**src/sv/assert_macros.svh**
```systemverilog
// Assertion macros for the line junction detector RTL.
`ifndef ASSERT_MACROS_SVH
`define ASSERT_MACROS_SVH

// Checks a property on every rising clock edge outside of reset.
`define ASSERT_CLK(label, clk, rst_n, prop, msg) \
    label: assert property (@(posedge clk) disable iff (!rst_n) prop) else $error(msg);

// Checks a property on every rising clock edge, reset included.
`define ASSERT_ALWAYS(label, clk, prop, msg) \
    label: assert property (@(posedge clk) prop) else $error(msg);

`endif

```
**src/sv/ljd_pkg.sv**
```systemverilog
// Shared types and constants of the line junction detector.
`timescale 1ns / 1ps
`default_nettype none

package ljd_pkg;

    localparam int SAMPLE_W = 12;
    localparam int SUM_W    = 13;
    localparam int THRESH_W = 13;
    localparam int CMP_W    = 14;
    localparam int COUNT_W  = 8;

    localparam int HISTORY_DEPTH_DEF  = 4;
    localparam int SETTLE_SAMPLES_DEF = 8;

    localparam logic [SAMPLE_W-1:0] EMPTY_MIDDLE         = 12'd2000;
    localparam logic [THRESH_W-1:0] EDGE_THRESHOLD_RESET = 13'd100;

    typedef enum logic [2:0] {
        ST_NONE  = 3'd0,
        ST_BOTH  = 3'd1,
        ST_RIGHT = 3'd2,
        ST_LEFT  = 3'd3,
        ST_LINE  = 3'd4
    } track_state_t;

    typedef enum logic [2:0] {
        EV_LINE       = 3'd0,
        EV_NO_LINE    = 3'd1,
        EV_OPT_RIGHT  = 3'd2,
        EV_RIGHT_TURN = 3'd3,
        EV_OPT_LEFT   = 3'd4,
        EV_LEFT_TURN  = 3'd5,
        EV_SPLIT      = 3'd6,
        EV_CROSS      = 3'd7
    } road_event_t;

endpackage

`default_nettype wire

```
**src/sv/line_junction_detector_core.sv**
```systemverilog
// Top level of the line junction detector: sample register, logic, result register.
`timescale 1ns / 1ps
`default_nettype none
`include "assert_macros.svh"

// The core takes one word of five reflectance samples per clock cycle and
// returns one word with the line status and the road event for it. A word
// is captured in the sample register (with the left and right pair sums
// already formed), then classified against the oldest history entries and
// run through the road state machine combinationally, and the result is
// captured in the result register; throughput is one word per cycle as
// long as m_ready is high. Histories and road state advance exactly when a
// word moves from the sample register into the result register. The
// threshold register is written with cfg_wr_en and should only be changed
// while no words are in flight.
module line_junction_detector_core
    import ljd_pkg::*;
#(
    parameter int HISTORY_DEPTH  = HISTORY_DEPTH_DEF,
    parameter int SETTLE_SAMPLES = SETTLE_SAMPLES_DEF
) (
    input  wire logic                aclk,
    input  wire logic                aresetn,
    input  wire logic                cfg_wr_en,
    input  wire logic [THRESH_W-1:0] cfg_wr_data,
    input  wire logic                s_valid,
    output logic                     s_ready,
    input  wire logic [SAMPLE_W-1:0] s_left_outer_sample,
    input  wire logic [SAMPLE_W-1:0] s_left_inner_sample,
    input  wire logic [SAMPLE_W-1:0] s_middle_sample,
    input  wire logic [SAMPLE_W-1:0] s_right_inner_sample,
    input  wire logic [SAMPLE_W-1:0] s_right_outer_sample,
    output logic                     m_valid,
    input  wire logic                m_ready,
    output logic [2:0]               m_track_state,
    output logic [2:0]               m_road_event
);

    logic [THRESH_W-1:0] edge_threshold_reg;
    logic                in_valid_reg;
    logic [SAMPLE_W-1:0] middle_reg;
    logic [SUM_W-1:0]    left_sum_reg;
    logic [SUM_W-1:0]    right_sum_reg;
    logic                out_valid_reg;
    logic [2:0]          status_reg;
    logic [2:0]          event_reg;
    logic                advance;
    track_state_t        status;
    road_event_t         road_event;

    // A word moves on when the result register is free or being emptied.
    assign advance = in_valid_reg && (!out_valid_reg || m_ready);
    assign s_ready = !in_valid_reg || advance;

    // Threshold register.
    always_ff @(posedge aclk) begin
        if (!aresetn) begin
            edge_threshold_reg <= EDGE_THRESHOLD_RESET;
        end else if (cfg_wr_en) begin
            edge_threshold_reg <= cfg_wr_data;
        end
    end

    // Sample register with the pair sums.
    always_ff @(posedge aclk) begin
        if (!aresetn) begin
            in_valid_reg <= 1'b0;
        end else if (s_ready) begin
            in_valid_reg <= s_valid;
        end
    end

    always_ff @(posedge aclk) begin
        if (s_valid && s_ready) begin
            middle_reg    <= s_middle_sample;
            left_sum_reg  <= SUM_W'(s_left_outer_sample) + SUM_W'(s_left_inner_sample);
            right_sum_reg <= SUM_W'(s_right_inner_sample) + SUM_W'(s_right_outer_sample);
        end
    end

    ljd_classify #(
        .HISTORY_DEPTH (HISTORY_DEPTH)
    ) u_classify (
        .aclk           (aclk),
        .aresetn        (aresetn),
        .advance        (advance),
        .edge_threshold (edge_threshold_reg),
        .middle         (middle_reg),
        .left_sum       (left_sum_reg),
        .right_sum      (right_sum_reg),
        .status         (status)
    );

    ljd_road #(
        .SETTLE_SAMPLES (SETTLE_SAMPLES)
    ) u_road (
        .aclk       (aclk),
        .aresetn    (aresetn),
        .advance    (advance),
        .status     (status),
        .road_event (road_event)
    );

    // Result register.
    always_ff @(posedge aclk) begin
        if (!aresetn) begin
            out_valid_reg <= 1'b0;
        end else if (advance) begin
            out_valid_reg <= 1'b1;
        end else if (m_ready) begin
            out_valid_reg <= 1'b0;
        end
    end

    always_ff @(posedge aclk) begin
        if (advance) begin
            status_reg <= status;
            event_reg  <= road_event;
        end
    end

    assign m_valid       = out_valid_reg;
    assign m_track_state = status_reg;
    assign m_road_event  = event_reg;

    // Losing the line clears the on-track flag, so no option or cross follows.
    `ASSERT_CLK(a_no_line_event, aclk, aresetn,
        m_valid && (m_track_state == ST_NONE) |-> (m_road_event != EV_OPT_RIGHT) &&
        (m_road_event != EV_OPT_LEFT) && (m_road_event != EV_CROSS),
        "option or cross reported on a word without line")

    // A full pipeline with a stalled sink keeps both words.
    `ASSERT_CLK(a_hold_full, aclk, aresetn,
        in_valid_reg && out_valid_reg && !m_ready |=> in_valid_reg && out_valid_reg,
        "word dropped while the result side stalls")

    // Input side only stalls when both registers are occupied.
    `ASSERT_ALWAYS(a_stall_cause, aclk,
        !s_ready |-> in_valid_reg && out_valid_reg && !m_ready,
        "input stalled without a full pipeline")

endmodule

`default_nettype wire

```
**src/sv/ljd_classify.sv**
```systemverilog
// Line status classification against the sample histories.
`timescale 1ns / 1ps
`default_nettype none

module ljd_classify
    import ljd_pkg::*;
#(
    parameter int HISTORY_DEPTH = HISTORY_DEPTH_DEF
) (
    input  wire logic                aclk,
    input  wire logic                aresetn,
    input  wire logic                advance,
    input  wire logic [THRESH_W-1:0] edge_threshold,
    input  wire logic [SAMPLE_W-1:0] middle,
    input  wire logic [SUM_W-1:0]    left_sum,
    input  wire logic [SUM_W-1:0]    right_sum,
    output track_state_t             status
);

    localparam int OLDEST = HISTORY_DEPTH - 1;

    logic [SAMPLE_W-1:0] middle_hist_reg [HISTORY_DEPTH];
    logic [SUM_W-1:0]    left_hist_reg   [HISTORY_DEPTH];
    logic [SUM_W-1:0]    right_hist_reg  [HISTORY_DEPTH];

    logic [SAMPLE_W-1:0] middle_ref;
    logic [CMP_W-1:0]    middle_limit;
    logic [CMP_W-1:0]    left_lhs;
    logic [CMP_W-1:0]    right_lhs;
    logic                on_line;
    logic                left_edge;
    logic                right_edge;

    // An empty oldest middle entry stands for a bright background.
    assign middle_ref = (middle_hist_reg[OLDEST] == '0) ? EMPTY_MIDDLE
                                                       : middle_hist_reg[OLDEST];

    // All operands are non-negative, so the signed compares of the sums are
    // rewritten with the threshold moved to the other side.
    assign middle_limit = CMP_W'(middle_ref) + CMP_W'(edge_threshold);
    assign left_lhs     = CMP_W'(left_sum) + CMP_W'(edge_threshold);
    assign right_lhs    = CMP_W'(right_sum) + CMP_W'(edge_threshold);

    assign on_line    = (CMP_W'(middle) <= middle_limit);
    assign left_edge  = (left_lhs < CMP_W'(left_hist_reg[OLDEST]));
    assign right_edge = (right_lhs < CMP_W'(right_hist_reg[OLDEST]));

    // Status in priority order.
    always_comb begin
        priority if (!on_line) begin
            status = ST_NONE;
        end else if (left_edge && right_edge) begin
            status = ST_BOTH;
        end else if (right_edge) begin
            status = ST_RIGHT;
        end else if (left_edge) begin
            status = ST_LEFT;
        end else begin
            status = ST_LINE;
        end
    end

    // Histories shift on each word; side histories flush on an edge, the middle one off the line.
    always_ff @(posedge aclk) begin
        if (!aresetn) begin
            for (int i = 0; i < HISTORY_DEPTH; i++) begin
                middle_hist_reg[i] <= '0;
                left_hist_reg[i]   <= '0;
                right_hist_reg[i]  <= '0;
            end
        end else if (advance) begin
            for (int i = HISTORY_DEPTH - 1; i > 0; i--) begin
                middle_hist_reg[i] <= on_line ? middle_hist_reg[i-1] : EMPTY_MIDDLE;
                left_hist_reg[i]   <= left_edge ? '0 : left_hist_reg[i-1];
                right_hist_reg[i]  <= right_edge ? '0 : right_hist_reg[i-1];
            end
            middle_hist_reg[0] <= middle;
            left_hist_reg[0]   <= left_sum;
            right_hist_reg[0]  <= right_sum;
        end
    end

endmodule

`default_nettype wire

```
**src/sv/ljd_road.sv**
```systemverilog
// Road state machine: side counters, hold-off counter and track flags.
`timescale 1ns / 1ps
`default_nettype none

module ljd_road
    import ljd_pkg::*;
#(
    parameter int SETTLE_SAMPLES = SETTLE_SAMPLES_DEF
) (
    input  wire logic         aclk,
    input  wire logic         aresetn,
    input  wire logic         advance,
    input  wire track_state_t status,
    output road_event_t       road_event
);

    localparam logic [COUNT_W-1:0] SETTLE = COUNT_W'(SETTLE_SAMPLES);

    logic [COUNT_W-1:0] left_cnt_reg,  left_cnt_next;
    logic [COUNT_W-1:0] right_cnt_reg, right_cnt_next;
    logic [COUNT_W-1:0] hold_cnt_reg,  hold_cnt_next;
    logic               on_track_reg,  on_track_next;
    logic               cross_reg,     cross_next;
    logic               done;

    // Next state and event for the current status.
    always_comb begin
        left_cnt_next  = left_cnt_reg;
        right_cnt_next = right_cnt_reg;
        hold_cnt_next  = hold_cnt_reg;
        on_track_next  = on_track_reg;
        cross_next     = cross_reg;
        road_event     = EV_LINE;
        done           = 1'b0;

        // Side and junction bookkeeping for the new status.
        unique case (status)
            ST_NONE: begin
                on_track_next = 1'b0;
            end
            ST_BOTH: begin
                if (hold_cnt_next == '0) begin
                    cross_next    = 1'b1;
                    hold_cnt_next = COUNT_W'(1);
                end
            end
            ST_LEFT: begin
                if (right_cnt_next != '0) begin
                    if (hold_cnt_next == '0) begin
                        cross_next     = 1'b1;
                        hold_cnt_next  = COUNT_W'(1);
                        right_cnt_next = '0;
                    end
                end else if (hold_cnt_next == '0) begin
                    left_cnt_next = left_cnt_next + COUNT_W'(1);
                end
            end
            ST_RIGHT: begin
                if (left_cnt_next != '0) begin
                    if (hold_cnt_next == '0) begin
                        cross_next    = 1'b1;
                        hold_cnt_next = COUNT_W'(1);
                        left_cnt_next = '0;
                    end
                end else if (hold_cnt_next == '0) begin
                    right_cnt_next = right_cnt_next + COUNT_W'(1);
                end
            end
            default: begin
            end
        endcase

        // A right side that persisted long enough is an option or a turn.
        if (right_cnt_next != '0) begin
            if (right_cnt_next > SETTLE) begin
                right_cnt_next = '0;
                done           = 1'b1;
                if (hold_cnt_next == '0 && on_track_next) begin
                    hold_cnt_next = COUNT_W'(1);
                    road_event    = EV_OPT_RIGHT;
                end else begin
                    road_event = EV_RIGHT_TURN;
                end
            end else begin
                right_cnt_next = right_cnt_next + COUNT_W'(1);
            end
        end

        // The same for the left side.
        if (!done && left_cnt_next != '0) begin
            if (left_cnt_next > SETTLE) begin
                left_cnt_next = '0;
                done          = 1'b1;
                if (hold_cnt_next == '0 && on_track_next) begin
                    hold_cnt_next = COUNT_W'(1);
                    road_event    = EV_OPT_LEFT;
                end else begin
                    road_event = EV_LEFT_TURN;
                end
            end else begin
                left_cnt_next = left_cnt_next + COUNT_W'(1);
            end
        end

        // A pending junction is reported once the hold-off has run out.
        if (!done && hold_cnt_next == '0 && cross_next) begin
            cross_next = 1'b0;
            done       = 1'b1;
            road_event = on_track_next ? EV_CROSS : EV_SPLIT;
        end

        // Losing the line is reported once everything has settled.
        if (!done && !on_track_next && hold_cnt_next == '0 &&
            left_cnt_next == '0 && right_cnt_next == '0) begin
            on_track_next = 1'b1;
            done          = 1'b1;
            road_event    = EV_NO_LINE;
        end

        // A started hold-off counter runs on every word that reports no event.
        if (!done && hold_cnt_next != '0) begin
            hold_cnt_next = hold_cnt_next + COUNT_W'(1);
            if (hold_cnt_next > SETTLE) begin
                hold_cnt_next = '0;
            end
        end
    end

    // Road state registers.
    always_ff @(posedge aclk) begin
        if (!aresetn) begin
            left_cnt_reg  <= '0;
            right_cnt_reg <= '0;
            hold_cnt_reg  <= '0;
            on_track_reg  <= 1'b1;
            cross_reg     <= 1'b0;
        end else if (advance) begin
            left_cnt_reg  <= left_cnt_next;
            right_cnt_reg <= right_cnt_next;
            hold_cnt_reg  <= hold_cnt_next;
            on_track_reg  <= on_track_next;
            cross_reg     <= cross_next;
        end
    end

endmodule

`default_nettype wire
```
**config.mk**
```make
export PLATFORM = sky130hd
export DESIGN_NAME = line_junction_detector_core
export DESIGN_NICKNAME = d
export VERILOG_FILES = /design/src/sv/ljd_pkg.sv /design/src/sv/line_junction_detector_core.sv /design/src/sv/ljd_classify.sv /design/src/sv/ljd_road.sv
export VERILOG_INCLUDE_DIRS = /design/src /design/src/sv
export SDC_FILE = /design/constraint.sdc
export NUM_CORES = 1
export LEC_CHECK = 0
export BUFFER_PORTS_ARGS = -buffer_cell sky130_fd_sc_hd__buf_4
export CORE_UTILIZATION = 43
export DETAILED_ROUTE_END_ITERATION = 6
export PLACE_DENSITY = 0.67
export RECOVER_POWER = 100
export SYNTH_ARGS = -nofsm -noshare
export SYNTH_HDL_FRONTEND = slang
export SYNTH_HIERARCHICAL = 1
export SYNTH_SLANG_ARGS = --single-unit
export TNS_END_PERCENT = 5
```
**constraint.sdc**
```tcl
create_clock -name aclk -period 9.2 [get_ports aclk]
set_input_delay 1.84 -clock aclk [delete_from_list [all_inputs] [get_ports aclk]]
set_output_delay 1.84 -clock aclk [all_outputs]
set_load 0.03 [all_outputs]
```
==> flow_metrics.env <==
export IMPL_area_fraction_of_the_dominant_cell_type_after_synthesis=0.412
export IMPL_drt_wirelength_per_cell_um=17.7
export IMPL_grt_max_degree=86
export IMPL_fin_skew_ps=16.9
export IMPL_final_wl_um=33800
export IMPL_postSynthRegisterBits=237
export IMPL_ys_top_cells_by_area="sky130_fd_sc_hd__edfxtp_1 (41%), sky130_fd_sc_hd__ha_1 (9.9%), sky130_fd_sc_hd__dfxtp_1 (5.7%)"
export IMPL_floorplan_initialDensity=0.438
export IMPL_synth_largest_area_cell="sky130_fd_sc_hd__edfxtp_1"
export IMPL_die_w_um=184
export IMPL_worst_slew_pin_transition_ps=3250
export IMPL_achievable_clock_frequency_ghz=0.120
export IMPL_cts_made_buffers=26
export IMPL_cts_tree="built"
export IMPL_yosys_most_used_dff="sky130_fd_sc_hd__edfxtp_1"
export IMPL_dr_pass1_iters=5
export IMPL_grt_overflow=0
export IMPL_num_rows=66
export IMPL_holdCritPathClass="reg -> reg"
export IMPL_final_nets=1640
export IMPL_cts_sinks=237
export IMPL_first_global_vias=10300
export IMPL_drtAntennaViolNets=0
export IMPL_power_density_nw_per_um2=230
export IMPL_fin_ws_ps=872
export IMPL_cp_data_required_time_ps=9660
export IMPL_critical_path_max_stage_delay_ps=530
export IMPL_critPathArrivalTime_ps=8780
export IMPL_placedCellCount=1858
export IMPL_netlist_instances=1389
export IMPL_synth_edf_count=196
export IMPL_critPathKind="reg -> reg"
export IMPL_postSynthNetCount=1585
export IMPL_place_port_buffers=85
export IMPL_synth_warnings=6
export IMPL_drc_errors_left=0
export IMPL_io_pin_count=86
export IMPL_slowest_cell_on_the_critical_path="sky130_fd_sc_hd__or3b_2"
export IMPL_finalSetupViolCount=0
export IMPL_final_min_period_over_clock_period=0.905
export IMPL_leading_cell_type_in_the_layout_fill_and_taps_excluded="sky130_fd_sc_hd__edfxtp_1"
export IMPL_final_layout_size_suffix_gt1_frac=0.118
export IMPL_clk_pin_slew_ps=60
export IMPL_mean_instance_size_in_the_synthesized_netlist_um2=10.3
export IMPL_layout_common_cells="sky130_fd_sc_hd__edfxtp_1 (196), sky130_fd_sc_hd__nand2_1 (138), sky130_fd_sc_hd__ha_1 (113), sky130_fd_sc_hd__a21oi_1 (112), sky130_fd_sc_hd__nor2_1 (89)"
export IMPL_setup_repair_after_global_routing_missed_its_margin="false"
export IMPL_clock_path_buffers=3
export IMPL_ff_latch_area_um2=6710
export IMPL_tns_ps=0
export IMPL_failed_checks="capacitance limit, slew limit"
export IMPL_biggest_fanout_along_the_worst_timing_path=19
export IMPL_yosys_cell_types=97
export IMPL_vias_per_cell=5.55
export IMPL_h_tree_depth=1
export IMPL_number_of_antenna_violations_at_the_first_check_in_global_routing=0
export IMPL_gr_usage_all_layers=0.201
export IMPL_multiInputGateArea_um2=7030
export IMPL_vias=10600
export IMPL_core_area_um2=32600
export IMPL_leakage_nw=6.67
export IMPL_worst_slew_margin_rel=-1.17
export IMPL_gp_congestion=0.904
export IMPL_final_period_minus_worst_setup_slack_ps=8330
export IMPL_worstSetupStartpointType="register"
export IMPL_syn_to_final_growth_pct=12.9
export IMPL_max_ir_drop_vdd_uv=159
export IMPL_clk_insertion_delay_late_ps=530
export IMPL_postSynth_asyncResetShare=0
export IMPL_final_cell_count_no_fill=1905
export IMPL_grt_first_pass_wirelength_um=54300
export IMPL_drt_iter0_drc=724
export IMPL_cap_violations=5
export IMPL_share_of_the_yosys_chip_area_belonging_to_registers=0.470
export IMPL_place_hpwl_um=23700
export IMPL_result_of_the_run="complete, but fails checks"
export IMPL_cts_hold_buffers=0
export IMPL_num_fill_cells=2981
export IMPL_antenna_fix_cells=0
export IMPL_clk_root_buffer_cell="sky130_fd_sc_hd__clkbuf_16"
export IMPL_synth_cell_area_um2=14300
export IMPL_timing_critical_path_to_type="register"
export IMPL_hold_violations=0
export IMPL_slew_violations=289
export IMPL_detailedPlace_worstSlack_ps=589
export IMPL_critPathMostFrequentCell="sky130_fd_sc_hd__ha_1"
export IMPL_floorplan_die_area_um2=33900
export IMPL_die_span_y_um=184
[cells by family (layout without fill, tap and decap cells)]
| kind of cell | after synthesis | after routing | synth area share |
|---|---|---|---|
| simple gates | 504 | 504 | 0.187 |
| compound gates | 325 | 325 | 0.155 |
| flops | 237 | 237 | 0.470 |
| buf+inv | 138 | 212 | 0.0398 |
| fa+ha+maj | 118 | 118 | 0.106 |
| xor+xnor | 49 | 49 | 0.0300 |
| mux | 18 | 18 | 0.0127 |
[worst paths after layout]
check	from	depth (start not counted)	to	slack (ps)
hold / removal	u_road/cross_reg	1	u_road/cross_reg	530
setup reg to reg	u_classify/middle_hist_reg[3][9]	33	u_road/hold_cnt_reg[0]	870
hold reg to reg	u_road/cross_reg	1	u_road/cross_reg	530
setup / recovery	u_classify/middle_hist_reg[3][9]	33	u_road/hold_cnt_reg[0]	870
[through the flow]
stage	total power [mW]	hold WS, ps	area [um^2]	util
6_report	3.71	530	16100	0.494
5_1_grt	3.93	546	16100	0.494
4_1_cts	3.73	528	16200	0.496
3_5_place_dp	2.64	509	15300	0.469
3_3_place_gp	2.63	513	15300	0.469
2_1_floorplan	2.31	477	14300	-
[routing by layer]
layer / vias up / track usage / routed length, um
met2: 247 / 0.324 / 15500
met4: 0 / 0.0567 / 803
met5: - / 0 / 0
met1: 5051 / 0.285 / 16000
li1: 5236 / - / -
met3: 45 / 0.0229 / 1520
[synthesized netlist by cell type (all sizes together), types with 16 or more instances]
cell and n:
xnor2 33, and3 69, buf 18, a21o 26, ha 113, xor2 16
inv 69, o21a 31, nand2b 18, nand3 31, nor2 90, nor3 32
nand2 139, a21oi 113, clkbuf 51, o21ai 47, edfxtp 196, nor2b 28
mux2i 17, dfxtp 41
[what timing repair did]
action	CTS	global route
setup endpoints to repair	0	3
buffers inserted	0	0
resized for setup	0	6
[critical path: cells and delay by family (launching register included)]
family,cells,cell delay [ps]
and+or+nand+nor,13,3590
AOI/OAI and AO/OA,15,3100
adders and majority gates,4,1120
DFF,1,390
xor gates and xnor gates,1,90
[power by group]
part           switching, mW  total [mW]  internal [mW]
clock                  0.420        1.08          0.656
sequential            0.0542        1.33           1.27
combinational          0.812        1.30          0.492
[area by class of cell]
cell class / instances / area share
Sequential cell: 237 / 0.416
Clock buffer: 33 / 0.0439
Tap cell: 442 / 0.0343
Multi-Input combinational cell: 1014 / 0.436
Clock inverter: 14 / 0.0113
Inverter: 69 / 0.0161
Timing Repair Buffer: 96 / 0.0420
No activity file was read; power rests on OpenSTA's default activity.
